File: src/rtl/tanwu_pkg.sv
// ----------------------------------------------------------------------------
// tanwu_pkg
// Shared widths, constants, stage types and the CORDIC arctangent table for
// the fixed-point tangent block.
// ----------------------------------------------------------------------------
package tanwu_pkg;

    // field and datapath widths
    localparam int ANGLE_W = 32;
    localparam int TAN_W   = 32;
    localparam int CW      = 47;   // CORDIC x / y, signed
    localparam int ZW      = 33;   // CORDIC residual angle, signed
    localparam int UW      = 31;   // folded first-quadrant phase
    localparam int XW      = 45;   // divisor and partial remainder
    localparam int NCORDIC = 30;
    localparam int NDIV    = 32;

    // angle unit codes
    localparam logic [1:0] UNIT_TURN = 2'd0;
    localparam logic [1:0] UNIT_RAD  = 2'd1;
    localparam logic [1:0] UNIT_DEG  = 2'd2;

    // radians: 1/(2 pi) in Q48, split in two 24-bit halves
    localparam logic [23:0] INV2PI_HI = 24'h28BE60;
    localparam logic [23:0] INV2PI_LO = 24'hDB9391;
    localparam logic [12:0] RAD_ROUND = 13'd2048;

    // degrees: phase = (mag * 512 + 22) / 45
    localparam logic [31:0] DEG_RECIP  = 32'd3054198966;  // floor(2^37 / 45)
    localparam logic [14:0] DEG_RECIP2 = 15'd23301;       // floor(2^20 / 45)
    localparam logic [5:0]  DEG_DIV    = 6'd45;
    localparam logic [14:0] DEG_BIAS   = 15'd22;

    // phase landmarks, 2^32 per turn
    localparam logic [UW-1:0] PHASE_QUARTER = 31'h4000_0000;
    localparam logic [31:0]   PHASE_HALF    = 32'h8000_0000;

    // CORDIC start vector and output limits
    localparam logic signed [CW-1:0] CORDIC_ONE = CW'(64'd1 << 44);
    localparam logic [TAN_W-1:0] TAN_POS_MAX = 32'h7FFF_FFFF;
    localparam logic [TAN_W-1:0] TAN_NEG_MAX = 32'h8000_0000;

    // folded phase handed to the CORDIC chain
    typedef struct packed {
        logic [UW-1:0] u;
        logic          neg;
        logic          pole;
    } fold_t;

    // one CORDIC cell's state
    typedef struct packed {
        logic signed [CW-1:0] x;
        logic signed [CW-1:0] y;
        logic signed [ZW-1:0] z;
        logic                 neg;
        logic                 pole;
    } cordic_t;

    // one divider cell's state
    typedef struct packed {
        logic [XW-1:0]    x;
        logic [XW-1:0]    rem;
        logic [31:0]      nlow;
        logic [TAN_W-1:0] q;
        logic             neg;
        logic             sat;
        logic             pole;
    } div_t;

    // atan(2^-i) with 2^32 units per turn
    function automatic logic [31:0] atan_turns(input logic [4:0] idx);
        logic [31:0] val;
        case (idx)
            5'd0:    val = 32'h2000_0000;
            5'd1:    val = 32'h12E4_051E;
            5'd2:    val = 32'h09FB_385B;
            5'd3:    val = 32'h0511_11D4;
            5'd4:    val = 32'h028B_0D43;
            5'd5:    val = 32'h0145_D7E1;
            5'd6:    val = 32'h00A2_F61E;
            5'd7:    val = 32'h0051_7C55;
            5'd8:    val = 32'h0028_BE53;
            5'd9:    val = 32'h0014_5F2F;
            5'd10:   val = 32'h000A_2F98;
            5'd11:   val = 32'h0005_17CC;
            5'd12:   val = 32'h0002_8BE6;
            5'd13:   val = 32'h0001_45F3;
            5'd14:   val = 32'h0000_A2FA;
            5'd15:   val = 32'h0000_517D;
            5'd16:   val = 32'h0000_28BE;
            5'd17:   val = 32'h0000_145F;
            5'd18:   val = 32'h0000_0A30;
            5'd19:   val = 32'h0000_0518;
            5'd20:   val = 32'h0000_028C;
            5'd21:   val = 32'h0000_0146;
            5'd22:   val = 32'h0000_00A3;
            5'd23:   val = 32'h0000_0051;
            5'd24:   val = 32'h0000_0029;
            5'd25:   val = 32'h0000_0014;
            5'd26:   val = 32'h0000_000A;
            5'd27:   val = 32'h0000_0005;
            5'd28:   val = 32'h0000_0003;
            5'd29:   val = 32'h0000_0001;
            default: val = 32'h0000_0000;
        endcase
        return val;
    endfunction

endpackage

File: src/rtl/tanwu_phase.sv
// ----------------------------------------------------------------------------
// tanwu_phase
// Nine-stage front end: converts the Q12.20 angle in the selected unit to a
// 32-bit phase and folds it into the first quadrant.
// ----------------------------------------------------------------------------
module tanwu_phase (
    input  logic                  clk,
    input  logic                  rst_n,
    input  logic                  en,
    input  logic                  in_valid,
    input  logic [31:0]           angle,
    input  logic [1:0]            unit,
    output logic                  out_valid,
    output tanwu_pkg::fold_t      out_data
);

    // stage valid bits
    logic [8:0] vld_reg;
    logic [8:0] vld_next;

    // payload registers, one group per stage
    logic [31:0]  raw_reg;
    logic [31:0]  mag1_reg,  mag1_next;
    logic         neg1_reg,  neg1_next;
    logic [55:0]  phi_reg,   phi_next;
    logic [55:0]  plo_reg,   plo_next;
    logic [63:0]  pr_reg,    pr_next;
    logic [31:0]  mag2_reg;
    logic         neg2_reg;
    logic [31:0]  rad3_reg,  rad3_next;
    logic [31:0]  turn3_reg, turn3_next;
    logic [26:0]  q1e_reg,   q1e_next;
    logic [6:0]   r0_reg,    r0_next;
    logic         neg3_reg;
    logic [31:0]  rad4_reg;
    logic [31:0]  turn4_reg;
    logic [26:0]  q1_reg,    q1_next;
    logic [14:0]  t4_reg,    t4_next;
    logic         neg4_reg;
    logic [31:0]  rad5_reg;
    logic [31:0]  turn5_reg;
    logic [26:0]  q15_reg;
    logic [14:0]  t5_reg;
    logic [9:0]   q2e_reg,   q2e_next;
    logic         neg5_reg;
    logic [31:0]  phm_reg,   phm_next;
    logic         neg6_reg;
    logic [31:0]  phase_reg, phase_next;
    tanwu_pkg::fold_t fold_reg, fold_next;

    // intermediates
    logic [56:0]  rad_sum;
    logic [32:0]  q1e_mul;
    logic [32:0]  r0_wide;
    logic [5:0]   r1;
    logic [29:0]  q2_prod;
    logic [15:0]  q2e_mul;
    logic [15:0]  r2_wide;
    logic [9:0]   q2;
    logic [31:0]  ph_deg;
    logic [31:0]  ph_full;

    // valid shift
    assign vld_next = {vld_reg[7:0], in_valid};

    always_ff @(posedge clk or negedge rst_n)
    begin
        if (!rst_n)
        begin
            vld_reg <= '0;
        end
        else if (en)
        begin
            vld_reg <= vld_next;
        end
    end

    // magnitude and sign
    always_comb
    begin
        neg1_next = raw_reg[31];
        mag1_next = raw_reg[31] ? (~raw_reg + 32'd1) : raw_reg;
    end

    // scale products for radians and degrees
    always_comb
    begin
        phi_next = 56'(mag1_reg) * 56'(tanwu_pkg::INV2PI_HI);
        plo_next = 56'(mag1_reg) * 56'(tanwu_pkg::INV2PI_LO);
        pr_next  = 64'(mag1_reg) * 64'(tanwu_pkg::DEG_RECIP);
    end

    // radians rounding, degrees first quotient estimate
    always_comb
    begin
        rad_sum    = 57'(phi_reg) + 57'(plo_reg[55:24]) + 57'(tanwu_pkg::RAD_ROUND);
        rad3_next  = rad_sum[43:12];
        turn3_next = {mag2_reg[19:0], 12'd0};
        q1e_next   = pr_reg[63:37];
        q1e_mul    = 33'(q1e_next) * 33'(tanwu_pkg::DEG_DIV);
        r0_wide    = 33'(mag2_reg) - q1e_mul;
        r0_next    = r0_wide[6:0];
    end

    // degrees: correct first quotient, form remainder term
    always_comb
    begin
        if (r0_reg >= 7'(tanwu_pkg::DEG_DIV))
        begin
            q1_next = q1e_reg + 27'd1;
            r1      = 6'(r0_reg - 7'(tanwu_pkg::DEG_DIV));
        end
        else
        begin
            q1_next = q1e_reg;
            r1      = r0_reg[5:0];
        end
        t4_next = {r1, 9'd0} + tanwu_pkg::DEG_BIAS;
    end

    // degrees: second quotient estimate
    always_comb
    begin
        q2_prod  = 30'(t4_reg) * 30'(tanwu_pkg::DEG_RECIP2);
        q2e_next = q2_prod[29:20];
    end

    // degrees: correct second quotient, then pick the unit
    always_comb
    begin
        q2e_mul = 16'(q2e_reg) * 16'(tanwu_pkg::DEG_DIV);
        r2_wide = 16'(t5_reg) - q2e_mul;
        q2      = (r2_wide >= 16'(tanwu_pkg::DEG_DIV)) ? (q2e_reg + 10'd1) : q2e_reg;
        ph_deg  = {q15_reg[22:0], 9'd0} + 32'(q2);
        unique case (unit)
            tanwu_pkg::UNIT_RAD: phm_next = rad5_reg;
            tanwu_pkg::UNIT_DEG: phm_next = ph_deg;
            default:             phm_next = turn5_reg;
        endcase
    end

    // restore the sign modulo one turn
    assign phase_next = neg6_reg ? (~phm_reg + 32'd1) : phm_reg;

    // fold into the first quadrant
    always_comb
    begin
        ph_full        = tanwu_pkg::PHASE_HALF - {1'b0, phase_reg[30:0]};
        fold_next.pole = (phase_reg[30:0] == tanwu_pkg::PHASE_QUARTER);
        if (phase_reg[30:0] < tanwu_pkg::PHASE_QUARTER)
        begin
            fold_next.u   = phase_reg[30:0];
            fold_next.neg = 1'b0;
        end
        else
        begin
            fold_next.u   = ph_full[30:0];
            fold_next.neg = 1'b1;
        end
    end

    // payload pipeline
    always_ff @(posedge clk)
    begin
        if (en)
        begin
            raw_reg   <= angle;
            mag1_reg  <= mag1_next;
            neg1_reg  <= neg1_next;
            phi_reg   <= phi_next;
            plo_reg   <= plo_next;
            pr_reg    <= pr_next;
            mag2_reg  <= mag1_reg;
            neg2_reg  <= neg1_reg;
            rad3_reg  <= rad3_next;
            turn3_reg <= turn3_next;
            q1e_reg   <= q1e_next;
            r0_reg    <= r0_next;
            neg3_reg  <= neg2_reg;
            rad4_reg  <= rad3_reg;
            turn4_reg <= turn3_reg;
            q1_reg    <= q1_next;
            t4_reg    <= t4_next;
            neg4_reg  <= neg3_reg;
            rad5_reg  <= rad4_reg;
            turn5_reg <= turn4_reg;
            q15_reg   <= q1_reg;
            t5_reg    <= t4_reg;
            q2e_reg   <= q2e_next;
            neg5_reg  <= neg4_reg;
            phm_reg   <= phm_next;
            neg6_reg  <= neg5_reg;
            phase_reg <= phase_next;
            fold_reg  <= fold_next;
        end
    end

    assign out_valid = vld_reg[8];
    assign out_data  = fold_reg;

endmodule

File: config.mk
export PLATFORM = sky130hd
export DESIGN_NAME = tanwu_phase
export DESIGN_NICKNAME = d
export VERILOG_FILES = /design/src/rtl/tanwu_pkg.sv /design/src/rtl/tanwu_phase.sv
export SDC_FILE = /design/constraint.sdc
export NUM_CORES = 2
export LEC_CHECK = 0
export ABC_AREA = 1
export BUFFER_PORTS_ARGS = -buffer_cell sky130_fd_sc_hd__buf_2
export CAP_MARGIN = 10
export CORE_ASPECT_RATIO = 1.2
export CORE_MARGIN = 1
export CORE_UTILIZATION = 40
export CTS_BUF_LIST = sky130_fd_sc_hd__clkbuf_4 sky130_fd_sc_hd__clkbuf_8
export CTS_CLUSTER_SIZE = 30
export DETAILED_ROUTE_END_ITERATION = 16
export GPL_TIMING_DRIVEN = 0
export SLEW_MARGIN = 20
export SYNTH_ARGS = -nofsm -noshare
export SYNTH_HDL_FRONTEND = slang
export SYNTH_SLANG_ARGS = --single-unit
File: constraint.sdc
create_clock -name clk -period 6.65 [get_ports clk]
set_clock_uncertainty 0.05 [all_clocks]
set_input_delay 0.665 -clock clk [delete_from_list [all_inputs] [get_ports clk]]
set_output_delay 0.665 -clock clk [all_outputs]
set_load 0.03 [all_outputs]
==> impl_metrics.env <==
export IMPL_synth_fa_ha_area_share_pct=45.8
export IMPL_grt_pass1_wl_um=261000
export IMPL_max_clock_path_buffers=3
export IMPL_crit_path_end_kind="flip-flop"
export IMPL_yosys_area_share_simple_pct=9.39
export IMPL_fin_cells=8457
export IMPL_grt_pass1_vias=44400
export IMPL_syn_num_nets=7801
export IMPL_layout_drive_gt1_share_pct=12.3
export IMPL_first_iter_violations=2550
export IMPL_first_pass_iters=6
export IMPL_violations="setup timing"
export IMPL_muxShareOfSynthArea_pct=0.0368
export IMPL_ys_types=59
export IMPL_synth_ff_type="edfxtp_1"
export IMPL_drc_errors=0
export IMPL_fp_dieH_um=431
export IMPL_ff2ff_path_depth=24
export IMPL_drv_cap=0
export IMPL_portBuffers=71
export IMPL_grt_max_degree=109
export IMPL_synth_seq_area_share_pct=25.6
export IMPL_initial_core_util_pct=40.5
export IMPL_cp_max_fo=4
export IMPL_rsz0062_at_grt="true"
export IMPL_synthXorXnorAreaFrac_pct=3.78
export IMPL_cts_tree="yes"
export IMPL_areaGrowthSynthToFinish_pct=14.8
export IMPL_r2r_setup_slack_ns=-0.12
export IMPL_synthArstFlopShare_pct=1.72
export IMPL_cts_made_buffers=86
export IMPL_vias_per_cell=5.02
export IMPL_pin_count=72
export IMPL_overflow=0
export IMPL_drt_total_wl_um=172000
export IMPL_cts_root_buf="clkbuf_8"
export IMPL_dp_hpwl_um=145000
export IMPL_gp_congestion=0.959
export IMPL_synthCells=6043
export IMPL_slew_violations=0
export IMPL_nets=8168
export IMPL_clock_fmax_mhz=148
export IMPL_period_share_pct=102
export IMPL_synth_seq_cells=524
export IMPL_hold_violations=0
export IMPL_synth_area_um2=61200
export IMPL_antenna_found_initial=11
export IMPL_cts_htree_levels=3
export IMPL_fp_dieArea_um2=155000
export IMPL_synth_top_family_by_area="adder cells"
export IMPL_final_util_pct=46.4
export IMPL_row_count=156
export IMPL_cp_start_kind="flip-flop"
export IMPL_synth_edff_count=515
export IMPL_fin_crit_ns=6.77
export IMPL_setup_slack_ns=-0.117
export IMPL_synth_compound_area_share_pct=5.61
export IMPL_layout_common_cells="inv_1, fa_1, ha_1, nand2_1, edfxtp_1"
export IMPL_outcome="finished with violations"
export IMPL_insertion_delay_ns=0.79
export IMPL_synth_area_per_cell_um2=10.1
export IMPL_largest_register_ffs=35
export IMPL_worstSetupPathType="flip-flop to flip-flop"
export IMPL_worst_pin_slew_ns=0.868
export IMPL_grt_use_total_pct=22.6
export IMPL_worstPathArrival_ns=7.29
export IMPL_vias=42500
export IMPL_antenna_left=0
export IMPL_layout_cells_most_common="inv_1"
export IMPL_cts_sinks=524
export IMPL_hold_class="input port to async pin"
export IMPL_fp_coreArea_um2=151000
export IMPL_worstPathRequired_ns=7.17
export IMPL_path_clk_slew_ns=0.06
export IMPL_post_place_cells=8126
export IMPL_slew_headroom_pct=42.1
export IMPL_wl_per_cell_um=20.3
export IMPL_yosysWarningCount=0
export IMPL_final_setup_viol_count=5
export IMPL_die_w_um=359
[synth_stat cells (3+ instances only)]
library cell	number	area (um2)
a21boi_0	5	37.5
inv_1	1561	5860
edfxtp_1	515	15500
a31oi_1	46	288
nand3b_1	5	37.5
o221ai_1	4	35.0
nor2_2	10	62.6
xor2_1	175	1530
o21ai_2	3	26.3
o31ai_1	11	82.6
a21o_1	24	180
a21oi_2	3	26.3
nor2_4	8	90.1
o21ai_1	4	20.0
nand2_1	638	2390
ha_1	852	10700
o21bai_1	22	165
nor3_1	57	285
nand3_1	121	606
nand4_1	41	257
nor4_1	15	93.8
nand3_2	13	130
xnor2_1	89	780
o211ai_1	5	37.5
and3_1	9	56.3
nand2_2	14	87.6
o21a_1	14	105
nor2_1	384	1440
dfrtp_1	9	225
o21ai_0	160	801
clkbuf_1	19	71.3
a41oi_1	3	26.3
a221oi_1	6	52.6
nor3_2	3	30.0
fa_1	868	17400
a21oi_1	292	1460
o2111ai_1	4	35.0
[path summary, 6_finish.rpt]
check / from / end
setup / recovery: mag1_reg[20]$_DFFE_PP_ / pr_reg[55]$_DFFE_PP_
hold / removal: rst_n / vld_reg[8]$_DFFE_PN0P_
setup reg to reg: mag1_reg[20]$_DFFE_PP_ / pr_reg[55]$_DFFE_PP_
hold reg to reg: rad4_reg[4]$_DFFE_PP_ / rad5_reg[4]$_DFFE_PP_
max in group asynchronous: rst_n / vld_reg[0]$_DFFE_PN0P_
min in group clk: en / mag1_reg[0]$_DFFE_PP_
[area by class of cell]
| class | instances | area (um2) |
|---|---|---|
| clock inverter | 57 | 552 |
| buffer | 23 | 105 |
| multi-input combinational | 3932 | 41600 |
| antenna | 3 | 7.51 |
| fill | 14100 | 81000 |
| sequential | 524 | 15700 |
| clock buffer | 100 | 1290 |
| inverter | 1564 | 5890 |
| timing repair buffer | 279 | 2680 |
| tap | 1975 | 2470 |
[through the flow]
stage          setup TNS, ns  setup WS [ns]  hold WS, ns  instance area, um2
2_1_floorplan              0         0.0199        0.319               61200
3_3_place_gp        -1552.94          -3.33        0.351               64000
3_5_place_dp          -42.84          -1.31        0.355               64800
4_1_cts               -0.202        -0.0829        0.152               68700
5_1_grt                -2.37         -0.218        0.205               70300
6_report              -0.250         -0.117        0.221               70300
[layer usage]
metal	track usage [%]	part of all wire (%)	vias up
met3	4.18	6.0	277
met1	28.5	41	21200
met2	38.5	49	1132
li1	-	-	19900
met4	8.50	3.9	2
met5	0	0.0076	-
[worst max-delay path, cell delays in order, from the launching register on]
cell and delay (ns):
edfxtp_1 0.50, buf_4 0.21, ha_4 0.29, inv_2 0.06, fa_1 0.53, inv_1 0.05
fa_1 0.48, fa_2 0.55, inv_1 0.05, fa_1 0.47, inv_1 0.05, fa_1 0.50
fa_1 0.54, inv_1 0.05, fa_1 0.49, inv_1 0.07, ha_4 0.27, nand2_1 0.06
nand2_1 0.11, a31oi_2 0.23, o21ai_0 0.11, a21oi_1 0.17, nand3_2 0.18, a21oi_2 0.20
xor2_2 0.31
[logic make-up after synthesis]
family | Yosys count
adders and majority gates | 1720
buffers and inverters | 1587
and+or+nand+nor | 1334
AOI/OAI and AO/OA | 612
DFF | 524
xor gates and xnor gates | 264
muxes | 2
[repair_timing]
action,CTS,global route
hold endpoints to repair,42,0
setup buffers,81,59
gates resized for setup,180,291
endpoints found under the setup margin,52,54
pin swaps,48,119
hold buffers,34,0
Power is not shown: default switching activity piles up to over one toggle a cycle in this logic, so the estimate is an artifact.
