`config.mk`:
```
export PLATFORM = sky130hd
export DESIGN_NAME = tanwu_div_cell
export DESIGN_NICKNAME = d
export VERILOG_FILES = /design/src/rtl/tanwu_pkg.sv /design/src/rtl/tanwu_div_cell.sv
export SDC_FILE = /design/constraint.sdc
export NUM_CORES = 1
export LEC_CHECK = 0
export BUFFER_PORTS_ARGS = -buffer_cell sky130_fd_sc_hd__buf_2
export CORE_MARGIN = 5
export CORE_UTILIZATION = 35
export DETAILED_ROUTE_END_ITERATION = 6
export PLACE_DENSITY = 0.66
export SLEW_MARGIN = 20
export SYNTH_ARGS = -nofsm -noshare
export SYNTH_HDL_FRONTEND = slang
export SYNTH_SLANG_ARGS = --single-unit
```
`constraint.sdc`:
```
create_clock -name clk -period 0.9 [get_ports clk]
set_input_delay 0.045 -clock clk [delete_from_list [all_inputs] [get_ports clk]]
set_output_delay 0.045 -clock clk [all_outputs]
set_load 0.02 [all_outputs]
```
`src/rtl/tanwu_pkg.sv`:
```
// ----------------------------------------------------------------------------
// tanwu_pkg
// Shared widths, constants, stage types and the CORDIC arctangent table for
// the fixed-point tangent block.
// ----------------------------------------------------------------------------
package tanwu_pkg;

    // field and datapath widths
    localparam int ANGLE_W = 32;
    localparam int TAN_W   = 32;
    localparam int CW      = 47;   // CORDIC x / y, signed
    localparam int ZW      = 33;   // CORDIC residual angle, signed
    localparam int UW      = 31;   // folded first-quadrant phase
    localparam int XW      = 45;   // divisor and partial remainder
    localparam int NCORDIC = 30;
    localparam int NDIV    = 32;

    // angle unit codes
    localparam logic [1:0] UNIT_TURN = 2'd0;
    localparam logic [1:0] UNIT_RAD  = 2'd1;
    localparam logic [1:0] UNIT_DEG  = 2'd2;

    // radians: 1/(2 pi) in Q48, split in two 24-bit halves
    localparam logic [23:0] INV2PI_HI = 24'h28BE60;
    localparam logic [23:0] INV2PI_LO = 24'hDB9391;
    localparam logic [12:0] RAD_ROUND = 13'd2048;

    // degrees: phase = (mag * 512 + 22) / 45
    localparam logic [31:0] DEG_RECIP  = 32'd3054198966;  // floor(2^37 / 45)
    localparam logic [14:0] DEG_RECIP2 = 15'd23301;       // floor(2^20 / 45)
    localparam logic [5:0]  DEG_DIV    = 6'd45;
    localparam logic [14:0] DEG_BIAS   = 15'd22;

    // phase landmarks, 2^32 per turn
    localparam logic [UW-1:0] PHASE_QUARTER = 31'h4000_0000;
    localparam logic [31:0]   PHASE_HALF    = 32'h8000_0000;

    // CORDIC start vector and output limits
    localparam logic signed [CW-1:0] CORDIC_ONE = CW'(64'd1 << 44);
    localparam logic [TAN_W-1:0] TAN_POS_MAX = 32'h7FFF_FFFF;
    localparam logic [TAN_W-1:0] TAN_NEG_MAX = 32'h8000_0000;

    // folded phase handed to the CORDIC chain
    typedef struct packed {
        logic [UW-1:0] u;
        logic          neg;
        logic          pole;
    } fold_t;

    // one CORDIC cell's state
    typedef struct packed {
        logic signed [CW-1:0] x;
        logic signed [CW-1:0] y;
        logic signed [ZW-1:0] z;
        logic                 neg;
        logic                 pole;
    } cordic_t;

    // one divider cell's state
    typedef struct packed {
        logic [XW-1:0]    x;
        logic [XW-1:0]    rem;
        logic [31:0]      nlow;
        logic [TAN_W-1:0] q;
        logic             neg;
        logic             sat;
        logic             pole;
    } div_t;

    // atan(2^-i) with 2^32 units per turn
    function automatic logic [31:0] atan_turns(input logic [4:0] idx);
        logic [31:0] val;
        case (idx)
            5'd0:    val = 32'h2000_0000;
            5'd1:    val = 32'h12E4_051E;
            5'd2:    val = 32'h09FB_385B;
            5'd3:    val = 32'h0511_11D4;
            5'd4:    val = 32'h028B_0D43;
            5'd5:    val = 32'h0145_D7E1;
            5'd6:    val = 32'h00A2_F61E;
            5'd7:    val = 32'h0051_7C55;
            5'd8:    val = 32'h0028_BE53;
            5'd9:    val = 32'h0014_5F2F;
            5'd10:   val = 32'h000A_2F98;
            5'd11:   val = 32'h0005_17CC;
            5'd12:   val = 32'h0002_8BE6;
            5'd13:   val = 32'h0001_45F3;
            5'd14:   val = 32'h0000_A2FA;
            5'd15:   val = 32'h0000_517D;
            5'd16:   val = 32'h0000_28BE;
            5'd17:   val = 32'h0000_145F;
            5'd18:   val = 32'h0000_0A30;
            5'd19:   val = 32'h0000_0518;
            5'd20:   val = 32'h0000_028C;
            5'd21:   val = 32'h0000_0146;
            5'd22:   val = 32'h0000_00A3;
            5'd23:   val = 32'h0000_0051;
            5'd24:   val = 32'h0000_0029;
            5'd25:   val = 32'h0000_0014;
            5'd26:   val = 32'h0000_000A;
            5'd27:   val = 32'h0000_0005;
            5'd28:   val = 32'h0000_0003;
            5'd29:   val = 32'h0000_0001;
            default: val = 32'h0000_0000;
        endcase
        return val;
    endfunction

endpackage

```
`src/rtl/tanwu_div_cell.sv`:
```
// ----------------------------------------------------------------------------
// tanwu_div_cell
// One restoring-divide step: shifts the next numerator bit into the partial
// remainder, subtracts the divisor when it fits and appends a quotient bit.
// ----------------------------------------------------------------------------
module tanwu_div_cell (
    input  logic               clk,
    input  logic               rst_n,
    input  logic               en,
    input  logic               in_valid,
    input  tanwu_pkg::div_t    in_data,
    output logic               out_valid,
    output tanwu_pkg::div_t    out_data
);

    logic                      valid_reg;
    tanwu_pkg::div_t           data_reg, data_next;
    logic [tanwu_pkg::XW:0]    trial;
    logic [tanwu_pkg::XW:0]    diff;
    logic                      fits;

    // compare and subtract
    always_comb
    begin
        trial = {in_data.rem, in_data.nlow[31]};
        diff  = trial - {1'b0, in_data.x};
        fits  = (trial >= {1'b0, in_data.x});
        data_next      = in_data;
        data_next.rem  = fits ? diff[tanwu_pkg::XW-1:0] : trial[tanwu_pkg::XW-1:0];
        data_next.nlow = {in_data.nlow[30:0], 1'b0};
        data_next.q    = {in_data.q[tanwu_pkg::TAN_W-2:0], fits};
    end

    always_ff @(posedge clk or negedge rst_n)
    begin
        if (!rst_n)
        begin
            valid_reg <= 1'b0;
        end
        else if (en)
        begin
            valid_reg <= in_valid;
        end
    end

    always_ff @(posedge clk)
    begin
        if (en)
        begin
            data_reg <= data_next;
        end
    end

    assign out_valid = valid_reg;
    assign out_data  = data_reg;

endmodule

```
==> results of run 1 <==
## area by class of cell
type / count / area, um^2
multi-input combinational: 420 / 3080
inverter: 59 / 241
fill: 1574 / 7350
timing repair buffer: 665 / 5620
sequential: 157 / 4710
clock inverter: 14 / 178
antenna: 1 / 2.50
clock buffer: 18 / 429
tap: 280 / 350
## through the flow
stage	area, um^2	hold slack [ns]	cells	util	setup WS (ns)
detailed placement	11200	-0.179	1414	0.510	-2.32
global route	14600	0.00185	1613	0.665	-1.79
finish	14600	0.00769	1614	0.665	-1.65
floorplan	7930	-0.251	659	-	-1.92
global placement	11200	-0.180	1414	0.510	-2.24
CTS	13900	0.00265	1601	0.632	-1.70
## per-layer routing
metal  vias to the layer above  routed length (um)  track usage
met2                       262               15300        0.378
met3                        47                1720       0.0549
met4                         8                 741       0.0602
li1                       3768                   -            -
met1                      3768               11800        0.241
met5                         -                  55            0
## registers in the layout, indices dropped and copies added, names as in the netlist
signal and flops:
out_valid 1, out_data 156
## logic make-up after synthesis
| kind of cell | after synthesis |
|---|---|
| fa+ha+maj | 46 |
| other cells | 1 |
| buf+inv | 82 |
| xor+xnor | 39 |
| compound gates | 182 |
| mux | 7 |
| simple gates | 145 |
| flops | 157 |
## layout by cell type, fill, tap and decap left out, drive strengths merged, types with 2 or more instances in the layout
master	netlist	final
mux2	7	7
o211ai	4	4
nand2b	6	6
edfxtp	156	156
a21oi	49	49
a31o	2	2
nand4	11	11
nor2	24	24
a21o	21	21
nor2b	4	4
a21boi	2	2
o21bai	10	10
nor3	9	9
inv	59	65
o31ai	5	5
nand3	16	16
dlygate4sd3	0	146
o21ai	56	56
buf	6	514
nand2	68	68
clkinv	0	4
o21a	5	5
xor2	16	16
clkinvlp	0	2
ha	45	45
a311oi	2	2
o31a	3	3
a31oi	4	4
bufinv	0	2
clkbuf	17	23
a211oi	10	10
nor4	3	3
xnor2	23	23
## worst max-delay path, stage by stage
cell	delay (ns)
buf_2	0.09
inv_1	0.05
ha_1	0.28
a21oi_1	0.18
o21ai_1	0.11
a211oi_2	0.23
o31ai_1	0.12
a221o_1	0.36
a31o_2	0.28
o2111a_1	0.26
nor3_4	0.19
buf_12	0.18
inv_8	0.05
mux2_4	0.28
## worst max-delay path by stage
stage | slack (ns) | cells past startpoint | to
after CTS | -1.70 | 16 | out_data[81]
after detailed placement | -2.32 | 15 | out_data[96]
after global routing | -1.79 | 16 | out_data[67]
after global placement | -2.24 | 15 | out_data[97]
after floorplan | -1.92 | 14 | out_data[68]
final | -1.65 | 14 | out_data[75]
## power breakdown
part	switching, mW	leakage, nW	internal (mW)
clock	3.35	0.288	4.20
sequential	0.354	1.54	8.96
combinational	3.67	4.79	3.92
total	7.37	6.62	17.1
## synth_stat cells (11+ instances only)
master	instances
edfxtp_1	156
nand2_1	68
clkbuf_1	17
xnor2_1	23
nand4_1	11
nand3_1	16
xor2_1	16
o21ai_0	51
inv_1	58
a21oi_1	48
a21o_1	21
nor2_1	24
ha_1	45
## repair_timing
item,4_1_cts,5_1_grt
endpoints found under the hold margin,145,0
setup buffers,7,7
resized for setup,168,182
pin swaps,15,37
endpoints found under the setup margin,203,203
hold buffers,146,0
cloned,2,7
==> impl_metrics.csv, run 1 <==
group,metric,value,unit
flow_run,max_cap_viol_count,0,
detailed_routing,drc_errors,0,
clock_network,later_pin_clock_latency_in_the_skew_report,0.42,ns
detailed_routing,detail_route.wl_per_cell,18.3,um
synth,postSynthRegisterBits,157,
synth,synth.mux.area_fraction,0.0100,
final_layout,num-nets-final,1527,
detailed_routing,postRouteWirelength,29.6,mm
timing,period_share,2.83,
power,power_density,1670,nW/um^2
timing,skew,0,ns
clock_network,clkTransAtPathRegs,0.07,ns
clock_network,numCtsBuffers,17,
min_path,timing.hold.worst_endpoint,"out_data[90]",
floorplanning,design.core.area,22000,um^2
floorplanning,fp.dieW,160,um
setup_path,worstSetupStartpoint,"in_data[139]",
place,dp_hpwl,19.8,mm
synth,synth_top_family_by_area,"compound AO/OA/AOI/OAI gates",
synth,ys_dominant_reg_cell,"edfxtp_1",
setup_path,worstPathArrival,2.71,ns
floorplanning,initial_core_util,0.358,
synth,synth-simple-area-share,0.0844,
final_layout,final_layout_size_suffix_gt1_frac,0.467,
power,post-layout-total-power,24.5,mW
synth,yosys.area_share.xor_xnor,0.0435,
timing,fin_setup_tns,-88.70,ns
timing,slew_viol_final,0,
min_path,worst_hold_path.num_cells,4,
global_routing,grt_usage,0.208,
clock_network,ctsHtreeMaxLevel,4,
floorplanning,dieArea,25500,um^2
floorplanning,die_height,160,um
power,vdd_ir_drop_max,1.09,mV
final_layout,syn_to_final_growth,86.0,%
run_status,violated_checks,"negative setup slack",
synth,synth_nets,866,
synth,netlist_top_cells_area,"edfxtp_1, ha_1, o21ai_0",
setup_path,timing.critical_path.from_type,"input pin",
timing,setup_ws,-1.65,ns
floorplanning,design.portCount,319,
run_status,outcome,"finished with violations",
setup_path,r2r-start,"out_valid",
synth,synth_cells,659,
timing,layout_min_cycle_time,2.55,ns
timing,max_clock_freq,392,MHz
global_routing,grt_pass1_vias,7930,
min_path,hold_path.class,"input pin to flip-flop",
timing,number_of_hold_slack_violations_in_the_final_timing_report,0,
synth,synth_compound_area_frac,0.144,
place,gp_congestion,0.841,
detailed_routing,iteration_0_drc_count_of_the_detailed_router,445,
clock_network,ctsRootBufferMaster,"clkbuf_16",
clock_network,ctsLongestPathBuffers,2,
synth,synthArstFlopShare,0.00637,
synth,synth_edf_count,156,
clock_network,clock_tree_from_tritoncts,"yes",
timing,number_of_setup_violations_in_the_final_report,203,
global_routing,overflow,0,
setup_path,timing.rr.end,"out_valid",
detailed_routing,routed-via-count,7853,
global_routing,grt_first_pass_wirelength,42.5,mm
setup_path,worstRegToRegCells,1,
setup_path,critPathKind,"input pin to flip-flop",
synth,ys_seq_area_frac,0.600,
global_routing,antenna_found_initial,5,
min_path,timing.hold.worst.start,"in_data[89]",
synth,yosys.area.top_type_share,0.596,
synth,syn_area,7850,um^2
setup_path,rrSetupSlack,0.13,ns
power,leakage,6.62,nW
floorplanning,fp-row-count,54,
place,number_of_port_buffers,316,
timing,grt_setup_unrepaired,"yes",
setup_path,cp_max_fo,6,
synth,post_synthesis_adder_cell_area_fraction,0.0742,
detailed_routing,dr.pass1.iters,5,
detailed_routing,post_drt_via_cell_ratio,4.87,
setup_path,critPathCaptureType,"flip-flop",
detailed_routing,final_antenna_net_count,0,
clock_network,clock_sinks,157,
synth,yosys_warnings,0,
synth,post_synth_num_cell_types,53,
synth,avgSynthCellArea,11.9,um^2
synth,synth_top_area_cell,"edfxtp_1",
global_routing,largest_net_degree_at_the_start_of_global_routing,25,
setup_path,required_time_worst_endpoint,1.07,ns
Note: power is estimated with default switching activity, not from simulation.
==> inputs of run 2 (changes only) <==
--- a/config.mk
+++ b/config.mk
@@ -8,8 +8,10 @@
 export BUFFER_PORTS_ARGS = -buffer_cell sky130_fd_sc_hd__buf_2
 export CORE_MARGIN = 5
 export CORE_UTILIZATION = 35
+export CTS_BUF_LIST = sky130_fd_sc_hd__clkbuf_8 sky130_fd_sc_hd__clkbuf_16
 export DETAILED_ROUTE_END_ITERATION = 6
 export PLACE_DENSITY = 0.66
+export SKIP_LAST_GASP = 1
 export SLEW_MARGIN = 20
 export SYNTH_ARGS = -nofsm -noshare
 export SYNTH_HDL_FRONTEND = slang
==> run 2 against run 1 <==
  * Largest power group unchanged
  * Critical endpoint unchanged
  * Wire length hardly changed
  * Register-to-register slack hardly changed
  * Highest routed layer unchanged
  * Worst hold slack worse by 0.0013 ns
  * Critical path type unchanged
  * The run still ends with negative setup slack left
  * Critical path depth stayed put
==> impl_metrics.csv, run 2 (same netlist as run 1, synthesis figures left out) <==
group,metric,value,unit
run_status,outcome,"finished with violations",
run_status,violated_checks,"negative setup slack",
clock_network,ctsHtreeMaxLevel,4,
floorplanning,design.core.area,22000,um^2
setup_path,timing.critical_path.from_type,"input pin",
clock_network,clock_tree_from_tritoncts,"yes",
global_routing,antenna_found_initial,5,
floorplanning,die_height,160,um
timing,max_clock_freq,393,MHz
final_layout,num-nets-final,1527,
setup_path,critPathKind,"input pin to flip-flop",
final_layout,largest_reg_flops,156,
floorplanning,design.portCount,319,
place,gp_congestion,0.841,
final_layout,most-common-layout-cells,"buf_2, buf_4, edfxtp_1",
timing,layout_min_cycle_time,2.54,ns
timing,number_of_setup_violations_in_the_final_report,203,
final_layout,mostFrequentLayoutCell,"buf_2",
power,vdd_ir_drop_max,1.08,mV
floorplanning,fp.dieW,160,um
min_path,hold_path.class,"input pin to flip-flop",
place,place_ws,-2.32,ns
timing,skew,0,ns
detailed_routing,post_drt_via_cell_ratio,4.84,
setup_path,required_time_worst_endpoint,1.07,ns
clock_network,later_pin_clock_latency_in_the_skew_report,0.42,ns
global_routing,largest_net_degree_at_the_start_of_global_routing,25,
final_layout,final_area,14600,um^2
clock_network,numCtsBuffers,17,
power,leakage,6.61,nW
setup_path,crit_path_most_repeated_cell,"a21oi_2",
global_routing,grt_usage,0.208,
timing,period_share,2.82,
global_routing,grt_pass1_vias,7930,
clock_network,clkTransAtPathRegs,0.07,ns
setup_path,critical_path.slowest_cell,"ha_1",
final_layout,stdcell_count,1614,
setup_path,critical_path_s_largest_stage_delay,0.34,ns
place,placement.cell_area,11200,um^2
detailed_routing,iteration_0_drc_count_of_the_detailed_router,462,
clock_network,clock_sinks,157,
detailed_routing,postRouteWirelength,29.6,mm
setup_path,timing.critical_path.cells,"buf_2 > ha_1 > buf_4 > o21ai_0 > o211ai_1 > a21oi_2 > a21oi_2 > o211ai_2 > a21oi_2 > o2111a_1 > nor3_4 > buf_12 > inv_8 > mux2_4",
setup_path,critPathTopFamily,"compound AO/OA/AOI/OAI gates",
floorplanning,fp-row-count,54,
timing,grt_setup_unrepaired,"yes",
setup_path,cp_max_fo,6,
detailed_routing,dr.pass1.iters,5,
timing,fin_setup_tns,-88.51,ns
global_routing,overflow,0,
flow_run,max_cap_viol_count,0,
place,number_of_port_buffers,316,
setup_path,worstPathArrival,2.71,ns
clock_network,ctsLongestPathBuffers,2,
detailed_routing,routed-via-count,7816,
timing,slew_viol_final,0,
place,dp_hpwl,19.8,mm
final_layout,syn_to_final_growth,85.6,%
setup_path,worstPathBufferInverterCount,4,
global_routing,grt_first_pass_wirelength,42.5,mm
timing,number_of_hold_slack_violations_in_the_final_timing_report,0,
floorplanning,dieArea,25500,um^2
power,power_density,1670,nW/um^2
clock_network,ctsRootBufferMaster,"clkbuf_16",
setup_path,critPathCaptureType,"flip-flop",
detailed_routing,detail_route.wl_per_cell,18.3,um
timing,setup_ws,-1.64,ns
place,dpl.cell_count,1414,
detailed_routing,drc_errors,0,
floorplanning,initial_core_util,0.358,
detailed_routing,final_antenna_net_count,0,
final_layout,final_layout_size_suffix_gt1_frac,0.459,
## run 2: path summary, 6_finish.rpt
kind / start / end / slack [ns] / cells after the start
max in group asynchronous: rst_n / out_valid / 0.35 / 3
worst max-delay path: in_data[74] / out_data[75] / -1.64 / 14
min in group asynchronous: rst_n / out_valid / 0.45 / 3
worst max register to register: out_valid / out_valid / 0.13 / 1
worst min register to register: out_valid / out_valid / 0.55 / 1
worst min-delay path: in_data[89] / out_data[90] / 0.006 / 4
## run 2: per-layer routing
layer	vias up	part of all wire	GRT usage	wire length (um)
met3	45	0.059	0.0549	1760
met1	3731	0.39	0.241	11600
met4	8	0.025	0.0602	754
met5	-	0.0019	0	55
met2	264	0.52	0.378	15400
li1	3768	-	-	-
## run 2: report_power, final
part           internal [mW]  total (mW)  leakage [nW]  switching (mW)
logic                   3.89        7.51          4.77            3.62
registers               8.96        9.32          1.54           0.351
clock network           4.19        7.51         0.293            3.32
total                   17.0        24.3          6.61            7.29
## run 2: final cells by class
| cell class | instances | area, um^2 |
|---|---|---|
| tap | 280 | 350 |
| timing repair buffer | 665 | 5620 |
| antenna | 1 | 2.50 |
| clock buffer | 17 | 425 |
| fill | 1577 | 7380 |
| sequential | 157 | 4710 |
| clock inverter | 15 | 181 |
| multi-input combinational | 420 | 3050 |
| inverter | 59 | 241 |
## run 2: per-stage QoR
| step | hold slack (ns) | utilization | total power [mW] |
|---|---|---|---|
| floorplan | -0.251 | - | 12.2 |
| global placement | -0.180 | 0.510 | 14.9 |
| detailed placement | -0.179 | 0.510 | 15.0 |
| CTS | 0.00265 | 0.632 | 23.7 |
| global route | 0.00919 | 0.664 | 25.4 |
| finish | 0.00637 | 0.664 | 24.3 |
## run 2: what timing repair did
item / CTS / global route
hold endpoints to repair: 145 / 0
cloned: 2 / 7
setup buffers: 7 / 7
gates resized for setup: 156 / 172
pin swaps: 15 / 30
hold buffers: 146 / 0
endpoints found under the setup margin: 203 / 203
